File: src/sv/ndft_pkg.sv
// shared types, constants and tables of the nonuniform dft block
package ndft_pkg;

   localparam int MAX_POINTS   = 4096;
   localparam int SLOT_BITS    = $clog2(MAX_POINTS);
   localparam int COUNT_BITS   = $clog2(MAX_POINTS) + 1;
   localparam int POS_BITS     = 32;
   localparam int SAMPLE_BITS  = 16;
   localparam int WAVE_BITS    = 32;
   localparam int VALUE_BITS   = 48;
   localparam int KPROD_BITS   = POS_BITS + WAVE_BITS;
   localparam int HALF_BITS    = KPROD_BITS / 2;
   localparam int ANGLE_BITS   = POS_BITS + KPROD_BITS;
   localparam int REM_BITS     = 51;
   localparam int REDUCE_CELLS = ANGLE_BITS;
   localparam int PHASE_BITS   = 32;
   localparam int CORDIC_STEPS = 16;
   localparam int STEP_BITS    = 4;
   localparam int CW           = 34;
   localparam int Q15_BITS     = 16;
   localparam int PROD_BITS    = SAMPLE_BITS + Q15_BITS;
   localparam int CSR_INDEX_BITS = 2;
   localparam int CSR_DATA_BITS  = 32;

   // 2*pi in q3.48
   localparam logic [REM_BITS-1:0] TWO_PI_Q48 = 51'h6487ED5110B46;
   localparam logic signed [CW-1:0] CORDIC_X0 = 34'sd652032874;
   localparam logic signed [CW-1:0] Q15_HALF  = 34'sd16384;
   localparam logic signed [CW-1:0] Q15_MAX   = 34'sd32767;
   localparam logic signed [CW-1:0] Q15_MIN   = -34'sd32768;

   localparam logic [CSR_INDEX_BITS-1:0] CSR_WAVENUMBER  = 2'd0;
   localparam logic [CSR_INDEX_BITS-1:0] CSR_POINT_COUNT = 2'd1;

   localparam logic KIND_LOAD  = 1'b0;
   localparam logic KIND_QUERY = 1'b1;

   typedef struct packed {
      logic signed [POS_BITS-1:0]    x;
      logic signed [POS_BITS-1:0]    y;
      logic signed [SAMPLE_BITS-1:0] re;
      logic signed [SAMPLE_BITS-1:0] im;
   } point_type;

   typedef struct packed {
      logic                 valid;
      logic                 last;
      logic [SLOT_BITS-1:0] slot;
   } issue_type;

   typedef struct packed {
      logic [KPROD_BITS-1:0] kx;
      logic [KPROD_BITS-1:0] ky;
      logic                  qx_neg;
      logic                  qy_neg;
   } qctx_type;

   typedef struct packed {
      logic                          valid;
      logic                          last;
      logic                          neg;
      logic signed [SAMPLE_BITS-1:0] re;
      logic signed [SAMPLE_BITS-1:0] im;
      logic [ANGLE_BITS-1:0]         num;
      logic [REM_BITS-1:0]           rem;
      logic [PHASE_BITS-1:0]         ph;
   } mod_lane_type;

   typedef struct packed {
      logic                          valid;
      logic                          last;
      logic signed [SAMPLE_BITS-1:0] re;
      logic signed [SAMPLE_BITS-1:0] im;
      logic [1:0]                    quad;
      logic signed [CW-1:0]          x;
      logic signed [CW-1:0]          y;
      logic signed [CW-1:0]          z;
   } cordic_lane_type;

   // arctangent of 2^-i in units of 2^-32 turn
   function automatic logic signed [CW-1:0] atan_turns(input logic [STEP_BITS-1:0] step);
      logic signed [CW-1:0] r;
      case (step)
         4'd0:    r = 34'sd536870912;
         4'd1:    r = 34'sd316933406;
         4'd2:    r = 34'sd167458907;
         4'd3:    r = 34'sd85004756;
         4'd4:    r = 34'sd42667331;
         4'd5:    r = 34'sd21354465;
         4'd6:    r = 34'sd10679838;
         4'd7:    r = 34'sd5340245;
         4'd8:    r = 34'sd2670163;
         4'd9:    r = 34'sd1335087;
         4'd10:   r = 34'sd667544;
         4'd11:   r = 34'sd333772;
         4'd12:   r = 34'sd166886;
         4'd13:   r = 34'sd83443;
         4'd14:   r = 34'sd41722;
         4'd15:   r = 34'sd20861;
         default: r = '0;
      endcase
      return r;
   endfunction

endpackage

File: src/sv/ndft_mod_cell.sv
// one restoring step of the modulo 2*pi reduction and phase division chain
module ndft_mod_cell (
   input  logic                  clock,
   input  logic                  reset,
   input  ndft_pkg::mod_lane_type from_prev,
   output ndft_pkg::mod_lane_type to_next
);
   import ndft_pkg::*;

   logic [REM_BITS:0] trial;
   logic              fits;
   mod_lane_type      lane_in;
   mod_lane_type      lane_ff;

   always_comb begin
      trial   = {from_prev.rem, from_prev.num[ANGLE_BITS-1]};
      fits    = (trial >= {1'b0, TWO_PI_Q48});
      lane_in = from_prev;
      lane_in.rem = fits ? REM_BITS'(trial - {1'b0, TWO_PI_Q48}) : trial[REM_BITS-1:0];
      lane_in.num = {from_prev.num[ANGLE_BITS-2:0], 1'b0};
      lane_in.ph  = {from_prev.ph[PHASE_BITS-2:0], fits};
   end

   always_ff @(posedge clock) begin
      if (reset) begin
         lane_ff <= '0;
      end else begin
         lane_ff <= lane_in;
      end
   end

   assign to_next = lane_ff;

endmodule

File: config.mk
export PLATFORM = sky130hd
export DESIGN_NAME = ndft_mod_cell
export DESIGN_NICKNAME = d
export VERILOG_FILES = /design/src/sv/ndft_pkg.sv /design/src/sv/ndft_mod_cell.sv
export SDC_FILE = /design/constraint.sdc
export NUM_CORES = 1
export LEC_CHECK = 0
export BUFFER_PORTS_ARGS = -buffer_cell sky130_fd_sc_hd__buf_2
export CAP_MARGIN = 20
export CORE_AREA = 8 8 160 162
export CTS_CLUSTER_SIZE = 30
export DETAILED_ROUTE_END_ITERATION = 12
export DIE_AREA = 0 0 168 170
export PLACE_DENSITY_LB_ADDON = 0.2
export SLEW_MARGIN = 20
export SYNTH_ARGS = -nofsm -noshare
export SYNTH_HDL_FRONTEND = slang
export SYNTH_SLANG_ARGS = --single-unit
File: constraint.sdc
create_clock -name clock -period 3.7 [get_ports clock]
set_input_delay 0.74 -clock clock [delete_from_list [all_inputs] [get_ports clock]]
set_output_delay 0.74 -clock clock [all_outputs]
set_load 0.005 [all_outputs]
==> impl_metrics.py, run 1 <==
metrics = {
    "logic_synthesis": {
        "synth_nets": 945,
        "ys_seq_elements": 213,
        "syn_avg_cell_area_um2": 10.2,
        "async_flop_share_pct": 0,
        "synth_top_area_share_pct": 57.2,
        "ys_seq_area_share_pct": 57.2,
        "netlist_instances": 728,
        "synth_ff_type": "dfxtp_1",
        "synth_area_leaders": "dfxtp_1 57%, nor2b_1 16%, nor2_1 2.3%, a21oi_1 1.8%, o211ai_1 1.8%",
        "syn-cell-area_um2": 7460,
        "synth_commonest_cells": "213 x dfxtp_1, 185 x nor2b_1, 45 x nor2_1",
        "yosys.cell_types.count": 64,
        "yosysWarnings": 0,
        "yosys.cell_count.top_type": "dfxtp_1",
        "synth-edff-count": 0,
        "synth_top_area_cell": "dfxtp_1",
    },
    "cts": {
        "ctsRootBufferMaster": "clkbuf_16",
        "cts_buffer_depth": 3,
        "clock_sinks": 213,
        "cts_max_level": 1,
        "postCtsSetupRepairBufs": 0,
        "post_cts_resized": 0,
        "postCtsHoldBufs": 0,
        "cts_tree": "yes",
        "cts-buffers-inserted": 23,
        "clkSlewWorstSetupHoldPaths_ps": 60,
    },
    "worst_setup_path": {
        "crit_path_max_fanout": 29,
        "crit_type": "input port to flip-flop",
        "crit_path_cell_trace": "buf_2 -> nor4_4 -> nand4_2 -> nor4_2 -> a21boi_2 -> o21ai_4 -> buf_4 -> nor4_1 -> mux2_2",
        "critPathArrivalTime_ps": 3020,
        "endpoint_kind": "flip-flop",
        "crit_buf_inv": 2,
        "start_kind": "input port",
        "cp_num_cells": 9,
        "critPathCapture": "to_next[80]$_SDFF_PP0_",
        "cpPeakStageDelay_ps": 440,
        "cp-startpoint": "from_prev[73]",
        "cpLargestDelayFamily": "simple AND/OR/NAND/NOR gates",
        "cp_data_required_time_ps": 4090,
        "cp_slowest_cell": "nor4_4",
    },
    "placement": {
        "io_buffers": 427,
        "place_hpwl_mm": 21.0,
        "place_congestion": 0.819,
    },
    "final_layout": {
        "final_util_pct": 46.3,
        "syn_to_final_growth_pct": 43.1,
        "largest_reg_flops": 213,
        "diodes": 0,
        "fin_nets": 1364,
        "fillCellCount": 2280,
        "drive_gt1_share_pct": 43.0,
    },
    "timing": {
        "setup_viol": 0,
        "fin_tns_setup_ps": 0,
        "post-route-period-util_pct": 71.1,
        "finalMaxSlewViolations": 0,
        "tightest_slew_ps": 997,
        "min_period_ps": 2630,
        "whs_ps": 435,
        "rsz0062_at_grt": "false",
        "hold_viol": 0,
        "slew_headroom_pct": 33.5,
        "fmax_mhz": 380,
    },
    "drt": {
        "num_vias": 6561,
        "wl_per_cell_um": 18.3,
        "detail-route-antenna-nets": 0,
        "wirelength_mm": 26.6,
        "first_pass_iters": 4,
        "vias_per_cell": 4.51,
        "drtIter0Drc": 430,
        "drc": 0,
    },
    "power": {
        "peakVddDrop_v": 0.000284,
        "power.density_nw_per_um2": 511,
        "p_leak_uw": 0.00508,
    },
    "global_route": {
        "grt_max_degree": 138,
        "grt_pass1_wl_mm": 38.6,
        "grt-ovfl-total": 0,
        "antenna_found_initial": 2,
        "grt_pass1_vias": 6462,
        "grt_usage_pct": 17.1,
    },
    "die": {
        "die_h_um": 170,
        "die_x_um": 168,
        "core_area_um2": 23100,
        "initial_core_util_pct": 32.3,
        "io_pins": 430,
        "die_area_um2": 28600,
        "num_rows": 56,
    },
    "min_path": {
        "hp-class": "input port to flip-flop",
    },
    "run": {
        "maxCapViolCount": 0,
    },
    "status": {
        "status": "completed",
    },
}
logic make-up after synthesis:
logic type	share of synthesized area, %
muxes	1.95
adders and majority gates	0.168
and+or+nand+nor	25.6
AOI/OAI and AO/OA	9.90
DFF	57.2
xor gates and xnor gates	2.23
buffers and inverters	2.97
other	0.0503
metrics by stage:
stage | power [µW] | cell area (µm²) | std cells | setup WS [ps]
4_1_cts | 5550 | 10700 | 1454 | 1080
6_report | 5450 | 10700 | 1454 | 1070
3_5_place_dp | 3140 | 9860 | 1412 | 531
5_1_grt | 5720 | 10700 | 1454 | 900
3_3_place_gp | 3140 | 9860 | 1412 | 564
2_1_floorplan | 2790 | 7460 | 728 | 864
how the worst min path moves through the flow:
stage                        start                 endpoint  slack (ps)  cells after the start
detailed placement  from_prev[142]  to_next[143]$_SDFF_PP0_         950                      2
finish              from_prev[154]  to_next[155]$_SDFF_PP0_         430                      2
CTS                 from_prev[142]  to_next[143]$_SDFF_PP0_         410                      2
global placement    from_prev[135]  to_next[136]$_SDFF_PP0_         950                      2
global route        from_prev[154]  to_next[155]$_SDFF_PP0_         410                      2
floorplan            from_prev[99]  to_next[100]$_SDFF_PP0_         870                      1
where the power goes:
part           leakage [µW]  internal [µW]  switching, µW  total (µW)
combinational       0.00292            301            316         617
clock              0.000392           1450            917        2370
sequential          0.00178           2430           31.9        2470
total               0.00508           4190           1260        5450
layer usage:
metal	vias to the layer above	part of all wire [%]	routed length [µm]	global-route usage [%]
met2	271	50	13300	30.1
met3	36	8.7	2310	5.61
met1	2984	39	10400	19.8
met5	-	0.10	27	0
met4	4	2.0	525	4.19
li1	3266	-	-	-
cell usage in the layout, fill, tap and decap left out, drive strengths merged, types with 3 or more instances in the layout:
cell / synthesis / layout
a211oi: 3 / 3
a21o: 3 / 3
a21oi: 28 / 28
a31oi: 3 / 3
and2: 3 / 3
buf: 15 / 437
clkbuf: 28 / 35
dfxtp: 213 / 213
inv: 6 / 7
mux2: 12 / 12
nand2: 23 / 23
nand2b: 4 / 4
nand3: 8 / 8
nor2: 45 / 45
nor2b: 185 / 185
nor3: 11 / 11
nor4: 7 / 7
o211ai: 18 / 18
o21ai: 24 / 24
o31ai: 7 / 7
o41ai: 4 / 4
or2: 3 / 3
or3: 13 / 13
or4: 13 / 13
xnor2: 4 / 4
xor2: 15 / 15
cell type report:
cell class / instances / area, µm² / share of cell area, %
inverter: 6 / 22.5 / 0.211
multi-input combinational: 466 / 2980 / 27.9
clock buffer: 35 / 701 / 6.57
tap: 290 / 363 / 3.40
timing repair buffer: 437 / 2230 / 20.9
clock inverter: 7 / 109 / 1.02
sequential: 213 / 4260 / 40.0
(Power assumes the default switching activity.)
==> run 2, diff against run 1 <==
CORE_AREA = 8 8 161 163   (was 8 8 160 162)
DIE_AREA = 0 0 169 171   (was 0 0 168 170)
clock period = 2.1 ns   (was 3.7 ns; I/O delays follow)
==> run 2 against run 1 <==
  * The flow now finishes with violations (setup timing)
  * Routed wire length grew 8.1%
  * Cell area rose by 11%
  * Sequential share of layout area fell by 4.0 points
  * Non-clock buffer count grew 112
  * Via count increased by 7.3%
  * Sequential cell count unchanged
  * Largest power group is now clock
==> impl_metrics.py, run 2 (synthesis gave the netlist of run 1 again) <==
metrics = {
    "die": {
        "die_area_um2": 28900,
        "io_pins": 430,
        "core_area_um2": 23300,
        "initial_core_util_pct": 32.1,
        "die_h_um": 171,
        "die_x_um": 169,
        "num_rows": 56,
    },
    "timing": {
        "rsz0062_at_grt": "true",
        "tightest_slew_ps": 738,
        "finalMaxSlewViolations": 0,
        "slew_headroom_pct": 50.8,
        "hold_viol": 0,
        "post-route-period-util_pct": 100,
        "layout_setup_ws_ps": -0.728,
        "min_period_ps": 2100,
        "setup_viol": 1,
        "fmax_mhz": 476,
    },
    "min_path": {
        "holdPathStages": 2,
        "hp-class": "input port to flip-flop",
        "hold_end": "to_next[132]$_SDFF_PP0_",
        "hp-start": "from_prev[131]",
    },
    "worst_setup_path": {
        "endpoint_kind": "flip-flop",
        "cp_data_required_time_ps": 2500,
        "crit_type": "input port to flip-flop",
        "critPathArrivalTime_ps": 2500,
        "crit_path_max_fanout": 21,
        "start_kind": "input port",
    },
    "cts": {
        "clock_sinks": 213,
        "clkSlewWorstSetupHoldPaths_ps": 60,
        "cts_buffer_depth": 3,
        "cts-buffers-inserted": 23,
        "cts_tree": "yes",
        "ctsRootBufferMaster": "clkbuf_16",
        "cts_max_level": 1,
    },
    "global_route": {
        "grt_max_degree": 92,
        "antenna_found_initial": 4,
        "grt-ovfl-total": 0,
        "grt_usage_pct": 18.3,
        "grt_pass1_wl_mm": 41.7,
        "grt_pass1_vias": 7146,
    },
    "drt": {
        "drc": 0,
        "drtIter0Drc": 379,
        "first_pass_iters": 6,
        "vias_per_cell": 4.41,
        "wirelength_mm": 28.7,
        "wl_per_cell_um": 18.0,
        "detail-route-antenna-nets": 0,
        "num_vias": 7038,
    },
    "final_layout": {
        "ff_latch_area_um2": 4260,
        "fillCellCount": 2230,
        "final_util_pct": 50.9,
        "fin_nets": 1476,
        "mostFrequentLayoutCells": "418 x buf_2, 213 x dfxtp_1, 185 x nor2b_1",
        "largest_reg_flops": 213,
        "syn_to_final_growth_pct": 58.9,
        "multiInputGateArea_um2": 3180,
        "drive_gt1_share_pct": 50.3,
        "final_common_cell": "buf_2",
    },
    "power": {
        "total_power_uw": 10100,
        "p_leak_uw": 0.00571,
        "power.density_nw_per_um2": 849,
        "peakVddDrop_v": 0.000639,
    },
    "run": {
        "maxCapViolCount": 0,
    },
    "placement": {
        "place_hpwl_mm": 22.7,
        "io_buffers": 427,
        "place_congestion": 0.880,
    },
    "status": {
        "violations": "setup timing",
        "status": "finished with violations",
    },
}
==> run 2: what timing repair did <==
action / CTS / global route
resized for setup: 7 / 29
hold buffers: 0 / 0
pin swaps: 3 / 8
endpoints found under the setup margin: 3 / 36
buffers inserted: 1 / 9
gates cloned: 0 / 0
==> run 2: how the worst max path moves through the flow <==
stage,from,end
after floorplan,from_prev[46],to_next[75]$_SDFF_PP0_
after global placement,from_prev[46],to_next[81]$_SDFF_PP0_
after detailed placement,from_prev[46],to_next[81]$_SDFF_PP0_
after CTS,from_prev[46],to_next[81]$_SDFF_PP0_
after global routing,from_prev[46],to_next[81]$_SDFF_PP0_
final,from_prev[46],to_next[81]$_SDFF_PP0_
==> run 2: cell type report <==
class,count,share of cell area [%]
Tap cell,319,3.37
Antenna cell,3,0.0634
Clock inverter,6,1.08
Inverter,6,0.190
Sequential cell,213,36.0
Clock buffer,35,6.08
Timing Repair Buffer,549,26.4
Multi-Input combinational cell,466,26.8
==> run 2: power breakdown <==
group | internal, µW | switching [µW] | total, µW
sequential | 4290 | 61.5 | 4350
combinational | 685 | 622 | 1310
clock | 2750 | 1650 | 4400
total | 7720 | 2340 | 10100
==> run 2: per-layer routing <==
layer	GRT usage, %	wire, µm	up-vias	share of wire, %
met5	0	27	-	0.094
met4	4.00	423	4	1.5
met3	6.84	2700	34	9.4
met2	33.2	14600	272	51
met1	20.2	11000	3222	38
li1	-	-	3506	-
==> run 2: per-stage QoR <==
| stage | std cells | hold slack, ps | setup TNS (ps) | setup WS (ps) | area, µm² |
|---|---|---|---|---|---|
| final | 1597 | 112 | -0.728 | -0.728 | 11800 |
| after floorplan | 728 | 548 | -7050 | -250 | 7540 |
| after detailed placement | 1544 | 632 | -23510 | -604 | 10800 |
| after CTS | 1586 | 84.9 | -5.53 | -4.62 | 11600 |
| after global placement | 1544 | 626 | -21770 | -548 | 10800 |
| after global routing | 1595 | 83.6 | -382 | -65.0 | 11800 |
==> run 2: critical path, cell delays in order <==
cell and delay, ps:
buf_6 90, or4_4 560, a21o_1 200, o211ai_1 180, buf_4 150, a21boi_4 70, o21ai_4 200, buf_12 190
o21bai_4 130, mux2_4 300
