File: config.mk
export PLATFORM = sky130hd
export DESIGN_NAME = ndft_cordic_cell
export DESIGN_NICKNAME = d
export VERILOG_FILES = /design/src/sv/ndft_pkg.sv /design/src/sv/ndft_cordic_cell.sv
export SDC_FILE = /design/constraint.sdc
export NUM_CORES = 1
export LEC_CHECK = 0
export ABC_AREA = 1
export BUFFER_PORTS_ARGS = -buffer_cell sky130_fd_sc_hd__buf_2
export CAP_MARGIN = 10
export CORE_MARGIN = 3
export CORE_UTILIZATION = 40
export CTS_CLUSTER_DIAMETER = 40
export DETAILED_ROUTE_END_ITERATION = 7
export PLACE_DENSITY = 0.69
export SLEW_MARGIN = 25
export SYNTH_ARGS = -nofsm -noshare
export SYNTH_HDL_FRONTEND = slang
export SYNTH_SLANG_ARGS = --single-unit
File: constraint.sdc
create_clock -name clock -period 5.6 [get_ports clock]
set_clock_uncertainty 0.15 [all_clocks]
set_input_delay 0.84 -clock clock [delete_from_list [all_inputs] [get_ports clock]]
set_output_delay 0.84 -clock clock [all_outputs]
set_load 0.03 [all_outputs]
File: src/sv/ndft_pkg.sv
// shared types, constants and tables of the nonuniform dft block
package ndft_pkg;

   localparam int MAX_POINTS   = 4096;
   localparam int SLOT_BITS    = $clog2(MAX_POINTS);
   localparam int COUNT_BITS   = $clog2(MAX_POINTS) + 1;
   localparam int POS_BITS     = 32;
   localparam int SAMPLE_BITS  = 16;
   localparam int WAVE_BITS    = 32;
   localparam int VALUE_BITS   = 48;
   localparam int KPROD_BITS   = POS_BITS + WAVE_BITS;
   localparam int HALF_BITS    = KPROD_BITS / 2;
   localparam int ANGLE_BITS   = POS_BITS + KPROD_BITS;
   localparam int REM_BITS     = 51;
   localparam int REDUCE_CELLS = ANGLE_BITS;
   localparam int PHASE_BITS   = 32;
   localparam int CORDIC_STEPS = 16;
   localparam int STEP_BITS    = 4;
   localparam int CW           = 34;
   localparam int Q15_BITS     = 16;
   localparam int PROD_BITS    = SAMPLE_BITS + Q15_BITS;
   localparam int CSR_INDEX_BITS = 2;
   localparam int CSR_DATA_BITS  = 32;

   // 2*pi in q3.48
   localparam logic [REM_BITS-1:0] TWO_PI_Q48 = 51'h6487ED5110B46;
   localparam logic signed [CW-1:0] CORDIC_X0 = 34'sd652032874;
   localparam logic signed [CW-1:0] Q15_HALF  = 34'sd16384;
   localparam logic signed [CW-1:0] Q15_MAX   = 34'sd32767;
   localparam logic signed [CW-1:0] Q15_MIN   = -34'sd32768;

   localparam logic [CSR_INDEX_BITS-1:0] CSR_WAVENUMBER  = 2'd0;
   localparam logic [CSR_INDEX_BITS-1:0] CSR_POINT_COUNT = 2'd1;

   localparam logic KIND_LOAD  = 1'b0;
   localparam logic KIND_QUERY = 1'b1;

   typedef struct packed {
      logic signed [POS_BITS-1:0]    x;
      logic signed [POS_BITS-1:0]    y;
      logic signed [SAMPLE_BITS-1:0] re;
      logic signed [SAMPLE_BITS-1:0] im;
   } point_type;

   typedef struct packed {
      logic                 valid;
      logic                 last;
      logic [SLOT_BITS-1:0] slot;
   } issue_type;

   typedef struct packed {
      logic [KPROD_BITS-1:0] kx;
      logic [KPROD_BITS-1:0] ky;
      logic                  qx_neg;
      logic                  qy_neg;
   } qctx_type;

   typedef struct packed {
      logic                          valid;
      logic                          last;
      logic                          neg;
      logic signed [SAMPLE_BITS-1:0] re;
      logic signed [SAMPLE_BITS-1:0] im;
      logic [ANGLE_BITS-1:0]         num;
      logic [REM_BITS-1:0]           rem;
      logic [PHASE_BITS-1:0]         ph;
   } mod_lane_type;

   typedef struct packed {
      logic                          valid;
      logic                          last;
      logic signed [SAMPLE_BITS-1:0] re;
      logic signed [SAMPLE_BITS-1:0] im;
      logic [1:0]                    quad;
      logic signed [CW-1:0]          x;
      logic signed [CW-1:0]          y;
      logic signed [CW-1:0]          z;
   } cordic_lane_type;

   // arctangent of 2^-i in units of 2^-32 turn
   function automatic logic signed [CW-1:0] atan_turns(input logic [STEP_BITS-1:0] step);
      logic signed [CW-1:0] r;
      case (step)
         4'd0:    r = 34'sd536870912;
         4'd1:    r = 34'sd316933406;
         4'd2:    r = 34'sd167458907;
         4'd3:    r = 34'sd85004756;
         4'd4:    r = 34'sd42667331;
         4'd5:    r = 34'sd21354465;
         4'd6:    r = 34'sd10679838;
         4'd7:    r = 34'sd5340245;
         4'd8:    r = 34'sd2670163;
         4'd9:    r = 34'sd1335087;
         4'd10:   r = 34'sd667544;
         4'd11:   r = 34'sd333772;
         4'd12:   r = 34'sd166886;
         4'd13:   r = 34'sd83443;
         4'd14:   r = 34'sd41722;
         4'd15:   r = 34'sd20861;
         default: r = '0;
      endcase
      return r;
   endfunction

endpackage

File: src/sv/ndft_cordic_cell.sv
// one cordic rotation step
module ndft_cordic_cell (
   input  logic                         clock,
   input  logic                         reset,
   input  logic [ndft_pkg::STEP_BITS-1:0] step,
   input  ndft_pkg::cordic_lane_type    from_prev,
   output ndft_pkg::cordic_lane_type    to_next
);
   import ndft_pkg::*;

   logic signed [CW-1:0] dx;
   logic signed [CW-1:0] dy;
   logic signed [CW-1:0] da;
   cordic_lane_type      lane_in;
   cordic_lane_type      lane_ff;

   always_comb begin
      dx      = $signed(from_prev.y) >>> step;
      dy      = $signed(from_prev.x) >>> step;
      da      = atan_turns(step);
      lane_in = from_prev;
      if (!from_prev.z[CW-1]) begin
         lane_in.x = from_prev.x - dx;
         lane_in.y = from_prev.y + dy;
         lane_in.z = from_prev.z - da;
      end else begin
         lane_in.x = from_prev.x + dx;
         lane_in.y = from_prev.y - dy;
         lane_in.z = from_prev.z + da;
      end
   end

   always_ff @(posedge clock) begin
      if (reset) begin
         lane_ff <= '0;
      end else begin
         lane_ff <= lane_in;
      end
   end

   assign to_next = lane_ff;

endmodule

==> run summary, run 1 <==
CP startpoint - step[1]
Power Total - 4.93 mW
Total GRT Usage - 27.0%
post-CTS setup buffers - 0
GPL Wtd Cong - 0.935
register area share after synthesis - 18.4%
Final period util - 88.3%
Slew @ Worst Pin - 0.667 ns
leakage - 8.95 nW
Slew headroom - 55.2%
outcome - completed
Die Ht - 200 microns
Hold Crit Depth - 3
WHS Endpoint - to_next[113]$_SDFF_PP0_
Yosys warning count - 0
Iter 0 DRT Violations - 1245
vias in the first global route - 16600
final wirelength - 55.3 mm
share of the synthesized area in the top cell type - 18.4%
Syn Area/Cell - 6.01 sq um
Die ar. - 39900 sq um
Finish-stage setup viols - 0
vias per std cell - 5.42
Slew Viols, Final - 0
Mapped Cells - 2498
Root Buffer - clkbuf_16
PortBufs - 281
Ports - 282
max FFs per register - 138
Detail Route Antenna Nets - 0
Initial Utilization - 40.8%
first-pass GRT wire length - 85.6 mm
Fin Hold WS - 0.450 ns
Slowest-stage cell, CP - ha_1
Synth Cell Area - 15000 sq um
data required time of the critical path - 5.78 ns
Gate power share - 52.2%
Netlist cell types - 59
CP max stage delay - 0.36 ns
P_int - 2.66 mW
Critical Path Source Type - input pin
post-cts hold buffer count - 0
critical path type - input pin to flip-flop
crit path max fanout - 24
Synth async-reset ratio - 0%
Clock Power Share - 23.8%
Fillers - 3972
Final Hold Viols - 0
Vias - 17500
Layout Nets - 3006
P&R area growth vs syn - 16.0%
RSZ-0062 raised after global routing - false
critical path's most frequent cell - nand2_1
Post-synth EDFFs - 0
Arr. time, crit path - 5.12 ns
largest net degree at the start of global routing - 63
PostCTS Resize Cnt - 0
Worst setup EP type - flip-flop
Net Sw Power - 2.28 mW
register bit total from synthesis - 138
DRC violations left - 0
Synth Net Count - 2755
ys flop type - dfxtp_1
sequential power share - 24.1%
dpl hpwl - 45.4 mm
dominant cell type by area after synthesis - dfxtp_1
Worst Min Path Start - from_prev[113]
worst hold path class - input pin to flip-flop
H-tree levels - 4
VDD IR-drop max - 0.211 mV
core area - 36800 sq um
pwr dens - 283 nW/um^2
total of max-cap violations - 0
Setup TNS - 0 ns
Synth area leaders - dfxtp_1 (18%), nand2_1 (16%), nand3_1 (11%)
CTS Sinks - 138
Tmin final - 4.95 ns
CTS tree - yes
Worst-path clk slew - 0.06 ns
DR pass1 iterations - 6
gr ovfl total - 0
Switching Fraction - 46.1%
share of layout cells above drive strength 1 - 15.8%
row count - 70
DIE WIDTH - 200 microns
CTS Buffer Depth - 2
Num CTS Buffers - 17
antenna violations before repair - 2
routed wire length per instance - 17.1 microns
Max Fclk - 0.202 GHz
-- per-layer routing --
layer  GRT usage [%]  wire length [microns]  share of wire (%)
met4            11.8                   2170                3.9
met2            46.4                  26100                 47
met1            34.0                  23900                 43
met3            3.39                   3070                5.5
met5               0                     13              0.024
-- final cells by class --
cell class              instances  area, sq um  area share (%)
flip-flops and latches        138         2760            15.9
clock inverters                15          175            1.01
clock buffers                  17          425            2.44
repair buffers                317         1700            9.78
well taps                     468          586            3.36
diodes                          1         2.50          0.0144
multi-input cells            2021        10800            62.0
inverters                     254          962            5.53
-- cells by family after synthesis --
group | after synthesis | synth area share (%)
AOI/OAI and AO/OA | 504 | 19.3
xor gates and xnor gates | 83 | 4.84
adders and majority gates | 113 | 9.57
buffers and inverters | 339 | 9.70
DFF | 138 | 18.4
and+or+nand+nor | 1321 | 38.2
-- layout by cell type, fill, tap and decap left out, drive strengths merged, types with 4 or more instances in the layout --
cell type | Yosys | layout
nand2 | 642 | 642
nand3 | 334 | 334
buf | 59 | 317
nor2 | 279 | 279
inv | 252 | 254
a21oi | 242 | 242
o21ai | 171 | 171
dfxtp | 138 | 138
ha | 110 | 110
xor2 | 50 | 50
xnor2 | 33 | 33
o21a | 29 | 29
nand4 | 29 | 29
clkbuf | 26 | 17
nor3 | 17 | 17
o21bai | 11 | 11
a21o | 9 | 9
nor4 | 8 | 8
clkinv | 2 | 8
a31oi | 7 | 7
a221oi | 7 | 7
nand3b | 5 | 5
o211ai | 5 | 5
o311ai | 5 | 5
a21boi | 5 | 5
o31ai | 4 | 4
clkinvlp | 0 | 4
-- worst max path at each step --
| stage | slack [ns] | to |
|---|---|---|
| after CTS | 0.68 | to_next[95]$_SDFF_PP0_ |
| after global placement | 0.28 | to_next[95]$_SDFF_PP0_ |
| after global routing | 0.18 | to_next[95]$_SDFF_PP0_ |
| final | 0.65 | to_next[95]$_SDFF_PP0_ |
| after detailed placement | 0.24 | to_next[95]$_SDFF_PP0_ |
| after floorplan | 1.19 | to_next[27]$_SDFF_PP0_ |
-- critical path, delay by kind of cell --
family	cells	cell delay (ns)
AO/OA/AOI/OAI	5	1.00
XOR/XNOR	1	0.15
adder cells (fa/ha/maj)	1	0.36
buffers and inverters	7	1.12
AND/OR/NAND/NOR	12	1.63
-- synth_stat cells, types with 6 or more instances --
| master | count |
|---|---|
| o21ai_2 | 7 |
| o21ai_0 | 147 |
| nor2_1 | 257 |
| a21oi_2 | 6 |
| o21ai_1 | 15 |
| buf_2 | 32 |
| nand2_1 | 623 |
| a221oi_1 | 7 |
| clkbuf_1 | 26 |
| o21bai_1 | 9 |
| a21oi_1 | 233 |
| xnor2_1 | 33 |
| nor2_4 | 7 |
| nand4_1 | 28 |
| nor2_2 | 15 |
| dfxtp_1 | 138 |
| inv_2 | 7 |
| xor2_1 | 50 |
| o21a_1 | 28 |
| inv_1 | 243 |
| buf_1 | 6 |
| a31oi_1 | 7 |
| ha_1 | 110 |
| nor4_1 | 8 |
| a21o_1 | 9 |
| buf_4 | 6 |
| nand3_1 | 324 |
| buf_6 | 15 |
| nor3_1 | 16 |
| nand2_2 | 17 |
| nand3_2 | 10 |
-- power groups by stage --
stage                     Combinational, mW  Clock [mW]  Sequential [mW]
after floorplan                        1.49           0             1.55
after global placement                 2.54           0             1.21
after detailed placement               2.54           0             1.21
after CTS                              2.56        1.20             1.19
after global routing                   2.86        1.25             1.21
final                                  2.57        1.17             1.19
-- metrics by stage --
stage	setup slack, ns	utilization (%)	cell area [sq um]	instances
after floorplan	1.19	-	15000	2498
after global routing	0.178	47.3	17400	3231
after detailed placement	0.243	45.7	16800	3198
final	0.655	47.3	17400	3231
after CTS	0.682	47.3	17400	3230
after global placement	0.276	45.7	16800	3198
(Power assumes the default switching activity.)
==> run 2: changes to the inputs <==
==> constraint.sdc (replaced) <==
create_clock -name clock -period 6.4 [get_ports clock]
set_clock_uncertainty 0.15 [all_clocks]
set_input_delay 0.96 -clock clock [delete_from_list [all_inputs] [get_ports clock]]
set_output_delay 0.96 -clock clock [all_outputs]
set_load 0.03 [all_outputs]
==> run 2 against run 1 <==
Effect of this change: wire length down 3.5%; cell count down 0.50%; critical path depth down 4; flip-flop and latch count unchanged; clock power down 10%; first-iteration DRC count up 6.8%; sequential power down 13%; clock-buffer cell count up 4; power down 13%; via count down 0.37%; worst setup slack better by 0.58 ns; worst hold slack better by 0.11 ns; critical path type unchanged; critical endpoint is now to_next[92]$_SDFF_PP0_; highest routed layer is now met4.
==> run summary, run 2 (synthesis gave the netlist of run 1 again) <==
DR pass1 iterations - 7 (was 6)
max FFs per register - 138 (unchanged)
Net Sw Power - 1.96 mW (was 2.28 mW)
DP Worst Slack - 0.864 ns (was 0.243 ns)
PortBufs - 281 (unchanged)
DRC violations left - 0 (unchanged)
CP startpoint - step[2] (was step[1])
routed wire length per instance - 16.6 microns (was 17.1 microns)
Detail Route Antenna Nets - 0 (unchanged)
outcome - completed (unchanged)
Worst setup EP type - flip-flop (unchanged)
final wirelength - 53.4 mm (was 55.3 mm)
Tmin final - 5.17 ns
Die ar. - 39900 sq um (unchanged)
P&R area growth vs syn - 15.2% (was 16.0%)
row count - 70 (unchanged)
sequential power share - 24.2% (was 24.1%)
pwr dens - 249 nW/um^2 (was 283 nW/um^2)
Worst Min Path Start - from_prev[104] (was from_prev[113])
Slew @ Worst Pin - 0.845 ns (was 0.667 ns)
most common cell after layout, fill and taps aside - nand2_1 (unchanged)
Setup TNS - 0 ns (unchanged)
Switching Fraction - 45.6% (was 46.1%)
largest net degree at the start of global routing - 76 (was 63)
commonest non-fill, non-tap cells in the layout - nand2_1 (623), nand3_1 (324), buf_2 (281), nor2_1 (257), inv_1 (242) (unchanged)
Final period util - 80.8%
GPL Wtd Cong - 0.941 (was 0.935)
vias per std cell - 5.43 (was 5.42)
Finish-stage setup viols - 0 (unchanged)
placed insts - 3179 (was 3198)
Slew Viols, Final - 0 (unchanged)
VDD IR-drop max - 0.187 mV (was 0.211 mV)
Worst-path clk slew - 0.07 ns (was 0.06 ns)
Design Area, Final - 17300 sq um (was 17400 sq um)
Die Ht - 200 microns (unchanged)
Vias - 17500 (about the same)
Critical Path Source Type - input pin (unchanged)
Total GRT Usage - 26.0% (was 27.0%)
CP Cell Sequence - buf_2 > inv_4 > buf_4 > nand3_1 > nand3_1 > nand2_1 > nand3_1 > nor2_4 > nand2_4 > nor3_2 > nor2_1 > xnor2_1 > ha_1 > a21oi_1 > inv_1 > a21oi_1 > inv_1 > a21oi_1 > o21ai_0 > a21oi_1 > and2_1 > nor2_1
CTS Sinks - 138 (unchanged)
Root Buffer - clkbuf_16 (unchanged)
Layout Nets - 2987 (was 3006)
Hold Crit Depth - 3 (unchanged)
Ports - 282 (unchanged)
final core occ - 47.0% (was 47.3%)
critical path's most frequent cell - a21oi_1 (was nand2_1)
Setup WS post-layout - 1.23 ns (was 0.655 ns)
Arr. time, crit path - 5.37 ns (was 5.12 ns)
post-cts hold buffer count - 0 (unchanged)
PostCTS Resize Cnt - 0 (unchanged)
data required time of the critical path - 6.60 ns (was 5.78 ns)
core area - 36800 sq um (unchanged)
Clock Power Share - 24.3% (was 23.8%)
Num CTS Buffers - 17 (unchanged)
worst hold path class - input pin to flip-flop (unchanged)
leakage - 8.87 nW (was 8.95 nW)
P_int - 2.34 mW (was 2.66 mW)
CTS tree - yes (unchanged)
total of max-cap violations - 0 (unchanged)
Max Fclk - 0.193 GHz
RSZ-0062 raised after global routing - false (unchanged)
Slew headroom - 43.6% (was 55.2%)
CP max stage delay - 0.38 ns (was 0.36 ns)
dpl hpwl - 43.3 mm (was 45.4 mm)
post-CTS setup buffers - 0 (unchanged)
Slowest-stage cell, CP - buf_2 (was ha_1)
share of layout cells above drive strength 1 - 15.2% (was 15.8%)
Iter 0 DRT Violations - 1330 (was 1245)
CTS Buffer Depth - 2 (unchanged)
gr ovfl total - 0 (unchanged)
Gate power share - 51.5% (was 52.2%)
DIE WIDTH - 200 microns (unchanged)
Non-Filler Instances - 3215 (was 3231)
Placed Area - 16700 sq um (was 16800 sq um)
Initial Utilization - 40.8% (unchanged)
Final Hold Viols - 0 (unchanged)
first-pass GRT wire length - 82.7 mm (was 85.6 mm)
vias in the first global route - 16100 (was 16600)
H-tree levels - 4 (unchanged)
crit path max fanout - 41 (was 24)
critical path type - input pin to flip-flop (unchanged)
antenna violations before repair - 2 (unchanged)
## run 2: changes by cell type in the layout (fill, tap and decap cells not counted), moves of 2 or more
cell      delta
buf_4       -20
clkbuf_8     +3
diode_2      +3
inv_6        -2
## run 2: worst paths after layout
check	slack, ns	endpoint
max	1.23	to_next[92]$_SDFF_PP0_
min	0.56	to_next[104]$_SDFF_PP0_
## run 2: per-layer routing
layer / global-route usage (%) / wire, microns
met1: 32.7 / 22600
met2: 45.4 / 25300
met3: 3.89 / 3770
met4: 9.28 / 1750
met5: 0 / 0
## run 2: area by class of cell
cell class / count / area, sq um
fill: 3897 / 19500
multi-input combinational: 2021 / 10800
tap: 468 / 586
antenna: 4 / 10.0
inverter: 254 / 962
timing repair buffer: 298 / 1570
clock inverter: 11 / 144
sequential: 138 / 2760
clock buffer: 21 / 470
## run 2: critical path: cells and delay by family
family                     cells  cell delay (ns)
buffers and inverters          5             1.13
xor gates and xnor gates       1             0.21
and+or+nand+nor               10             1.47
AOI/OAI and AO/OA              5             1.24
adders and majority gates      1             0.31
## run 2: power by group through the flow
stage                     clock network, mW  registers [mW]  logic (mW)
after floorplan                           0            1.36        1.30
after global placement                    0            1.06        2.18
after detailed placement                  0            1.06        2.19
after CTS                              1.07            1.04        2.20
after global routing                   1.11            1.05        2.47
final                                  1.05            1.04        2.22
## run 2: stage by stage
step	hold WS (ns)	power [mW]
after floorplan	0.917	2.66
after global placement	1.01	3.24
after detailed placement	1.02	3.25
after CTS	0.544	4.32
after global routing	0.556	4.63
final	0.563	4.30
==> run 3: changes to the inputs <==
==> constraint.sdc (replaced) <==
create_clock -name clock -period 5.2 [get_ports clock]
set_clock_uncertainty 0.15 [all_clocks]
set_input_delay 0.78 -clock clock [delete_from_list [all_inputs] [get_ports clock]]
set_output_delay 0.78 -clock clock [all_outputs]
set_load 0.03 [all_outputs]
==> run 3 against run 2 <==
Effect of this change: critical path type unchanged; global-route usage is 0.86 points higher; worst hold slack worse by 0.18 ns; via count about the same; wire length up 2.7%; sequential share of layout area is 0.27 points lower; highest routed layer unchanged; combinational power increased by 26%; clock power is 38% higher; power rose by 28%.
==> run summary, run 3 (synthesis gave the netlist of run 1 again) <==
outcome - completed (unchanged)
H-tree levels - 4 (unchanged)
worst hold path class - input pin to flip-flop (unchanged)
Slowest-stage cell, CP - o211ai_1 (was buf_2)
post-CTS setup buffers - 0 (unchanged)
data required time of the critical path - 5.38 ns (was 6.60 ns)
Tmin final - 4.74 ns
Total GRT Usage - 26.9% (was 26.0%)
Detail Route Antenna Nets - 0 (unchanged)
Setup TNS - 0 ns (unchanged)
Critical Path Source Type - input pin (unchanged)
most common cell after layout, fill and taps aside - nand2_1 (unchanged)
CTS Buffer Depth - 2 (unchanged)
Switching Fraction - 45.0% (was 45.6%)
pwr dens - 314 nW/um^2 (was 249 nW/um^2)
Final period util - 91.1%
Hold Crit Depth - 3 (unchanged)
VDD IR-drop max - 0.226 mV (was 0.187 mV)
Vias - 17500 (about the same)
DR pass1 iterations - 6 (was 7)
Worst-path clk slew - 0.07 ns (about the same)
DIE WIDTH - 200 microns (unchanged)
RSZ-0062 raised after global routing - false (unchanged)
dpl hpwl - 44.8 mm (was 43.3 mm)
antenna violations before repair - 0 (was 2)
Num CTS Buffers - 17 (unchanged)
footprint of the multi-input gates - 10800 sq um (unchanged)
Net Sw Power - 2.48 mW (was 1.96 mW)
P_int - 3.04 mW (was 2.34 mW)
Max Fclk - 0.211 GHz
max FFs per register - 138 (unchanged)
gr ovfl total - 0 (unchanged)
Ports - 282 (unchanged)
register area - 2760 sq um (unchanged)
Iter 0 DRT Violations - 1391 (was 1330)
Arr. time, crit path - 4.92 ns (was 5.37 ns)
first-pass GRT wire length - 85.1 mm (was 82.7 mm)
core area - 36800 sq um (unchanged)
Die Ht - 200 microns (unchanged)
share of layout cells above drive strength 1 - 16.1% (was 15.2%)
CTS tree - yes (unchanged)
commonest non-fill, non-tap cells in the layout - nand2_1 (623), nand3_1 (324), buf_2 (281), nor2_1 (257), inv_1 (242) (unchanged)
Fin Hold WS - 0.382 ns (was 0.563 ns)
Finish-stage setup viols - 0 (unchanged)
post-cts hold buffer count - 0 (unchanged)
vias in the first global route - 16300 (was 16100)
CP max stage delay - 0.40 ns (was 0.38 ns)
PortBufs - 281 (unchanged)
vias per std cell - 5.39 (was 5.43)
routed wire length per instance - 16.9 microns (was 16.6 microns)
crit path max fanout - 29 (was 41)
Root Buffer - clkbuf_16 (unchanged)
critical path type - input pin to flip-flop (unchanged)
Final Hold Viols - 0 (unchanged)
critical path's most frequent cell - nand3_1 (was a21oi_1)
row count - 70 (unchanged)
sequential power share - 23.1% (was 24.2%)
Clock Power Share - 26.2% (was 24.3%)
Worst setup EP type - flip-flop (unchanged)
final wirelength - 54.8 mm (was 53.4 mm)
Die ar. - 39900 sq um (unchanged)
P&R area growth vs syn - 17.2% (was 15.2%)
largest net degree at the start of global routing - 73 (was 76)
Slew @ Worst Pin - 0.804 ns (was 0.845 ns)
Slew Viols, Final - 0 (unchanged)
DRC violations left - 0 (unchanged)
Gate power share - 50.7% (was 51.5%)
Initial Utilization - 40.8% (unchanged)
Slew headroom - 46.4% (was 43.6%)
leakage - 9.06 nW (was 8.87 nW)
GPL Wtd Cong - 0.946 (was 0.941)
Layout Nets - 3015 (was 2987)
total of max-cap violations - 0 (unchanged)
CTS Sinks - 138 (unchanged)
Fillers - 3934 (was 3897)
PostCTS Resize Cnt - 0 (unchanged)
## run 3: cell types whose count changed in the layout (fill, tap and decap cells not counted)
cell / previous run / this run
clkinv_2: 4 / 2
clkbuf_8: 3 / 0
inv_8: 0 / 2
inv_6: 1 / 6
buf_4: 14 / 40
buf_12: 3 / 5
bufinv_16: 3 / 6
clkbuf_1: 1 / 0
diode_2: 4 / 1
clkinvlp_4: 4 / 0
## run 3: per-layer routing
| metal | track usage (%) | wire [microns] | share of wire (%) |
|---|---|---|---|
| met1 | 34.0 | 23600 | 43 |
| met4 | 10.8 | 2030 | 3.7 |
| met5 | 0 | 0 | 0 |
| met3 | 3.93 | 3270 | 6.0 |
| met2 | 46.1 | 25900 | 47 |
## run 3: critical path: cells and delay by family
| kind | cells | cell delay [ns] |
|---|---|---|
| xor gates and xnor gates | 1 | 0.17 |
| buffers and inverters | 5 | 0.66 |
| AOI/OAI and AO/OA | 4 | 0.81 |
| adders and majority gates | 2 | 0.56 |
| and+or+nand+nor | 13 | 1.93 |
## run 3: layout make-up
cell class                 count  area share [%]
sequential                   138            15.7
antenna                        1          0.0142
tap                          468            3.33
inverter                     254            5.47
clock inverter                15            1.48
clock buffer                  17            2.42
timing repair buffer         326            10.3
multi-input combinational   2021            61.3
## run 3: worst paths after layout
| kind | from | endpoint |
|---|---|---|
| min | from_prev[137] | to_next[137]$_SDFF_PP0_ |
| max | step[1] | to_next[95]$_SDFF_PP0_ |
## run 3: power groups by stage
| stage | clock (mW) | combinational (mW) | sequential (mW) |
|---|---|---|---|
| after global placement | 0 | 2.75 | 1.30 |
| after CTS | 1.48 | 2.78 | 1.28 |
| after detailed placement | 0 | 2.76 | 1.30 |
| after floorplan | 0 | 1.60 | 1.67 |
| final | 1.45 | 2.79 | 1.27 |
| after global routing | 1.52 | 3.10 | 1.29 |
## run 3: through the flow
step / setup slack, ns / power, mW / util (%) / instance area, sq um / instances
floorplan: 0.846 / 3.27 / - / 15000 / 2498
global placement: 0.108 / 4.04 / 46.0 / 16900 / 3207
detailed placement: 0.111 / 4.06 / 46.0 / 16900 / 3207
CTS: 0.585 / 5.54 / 47.8 / 17600 / 3239
global route: 0.0440 / 5.92 / 47.8 / 17600 / 3239
finish: 0.461 / 5.52 / 47.8 / 17600 / 3240
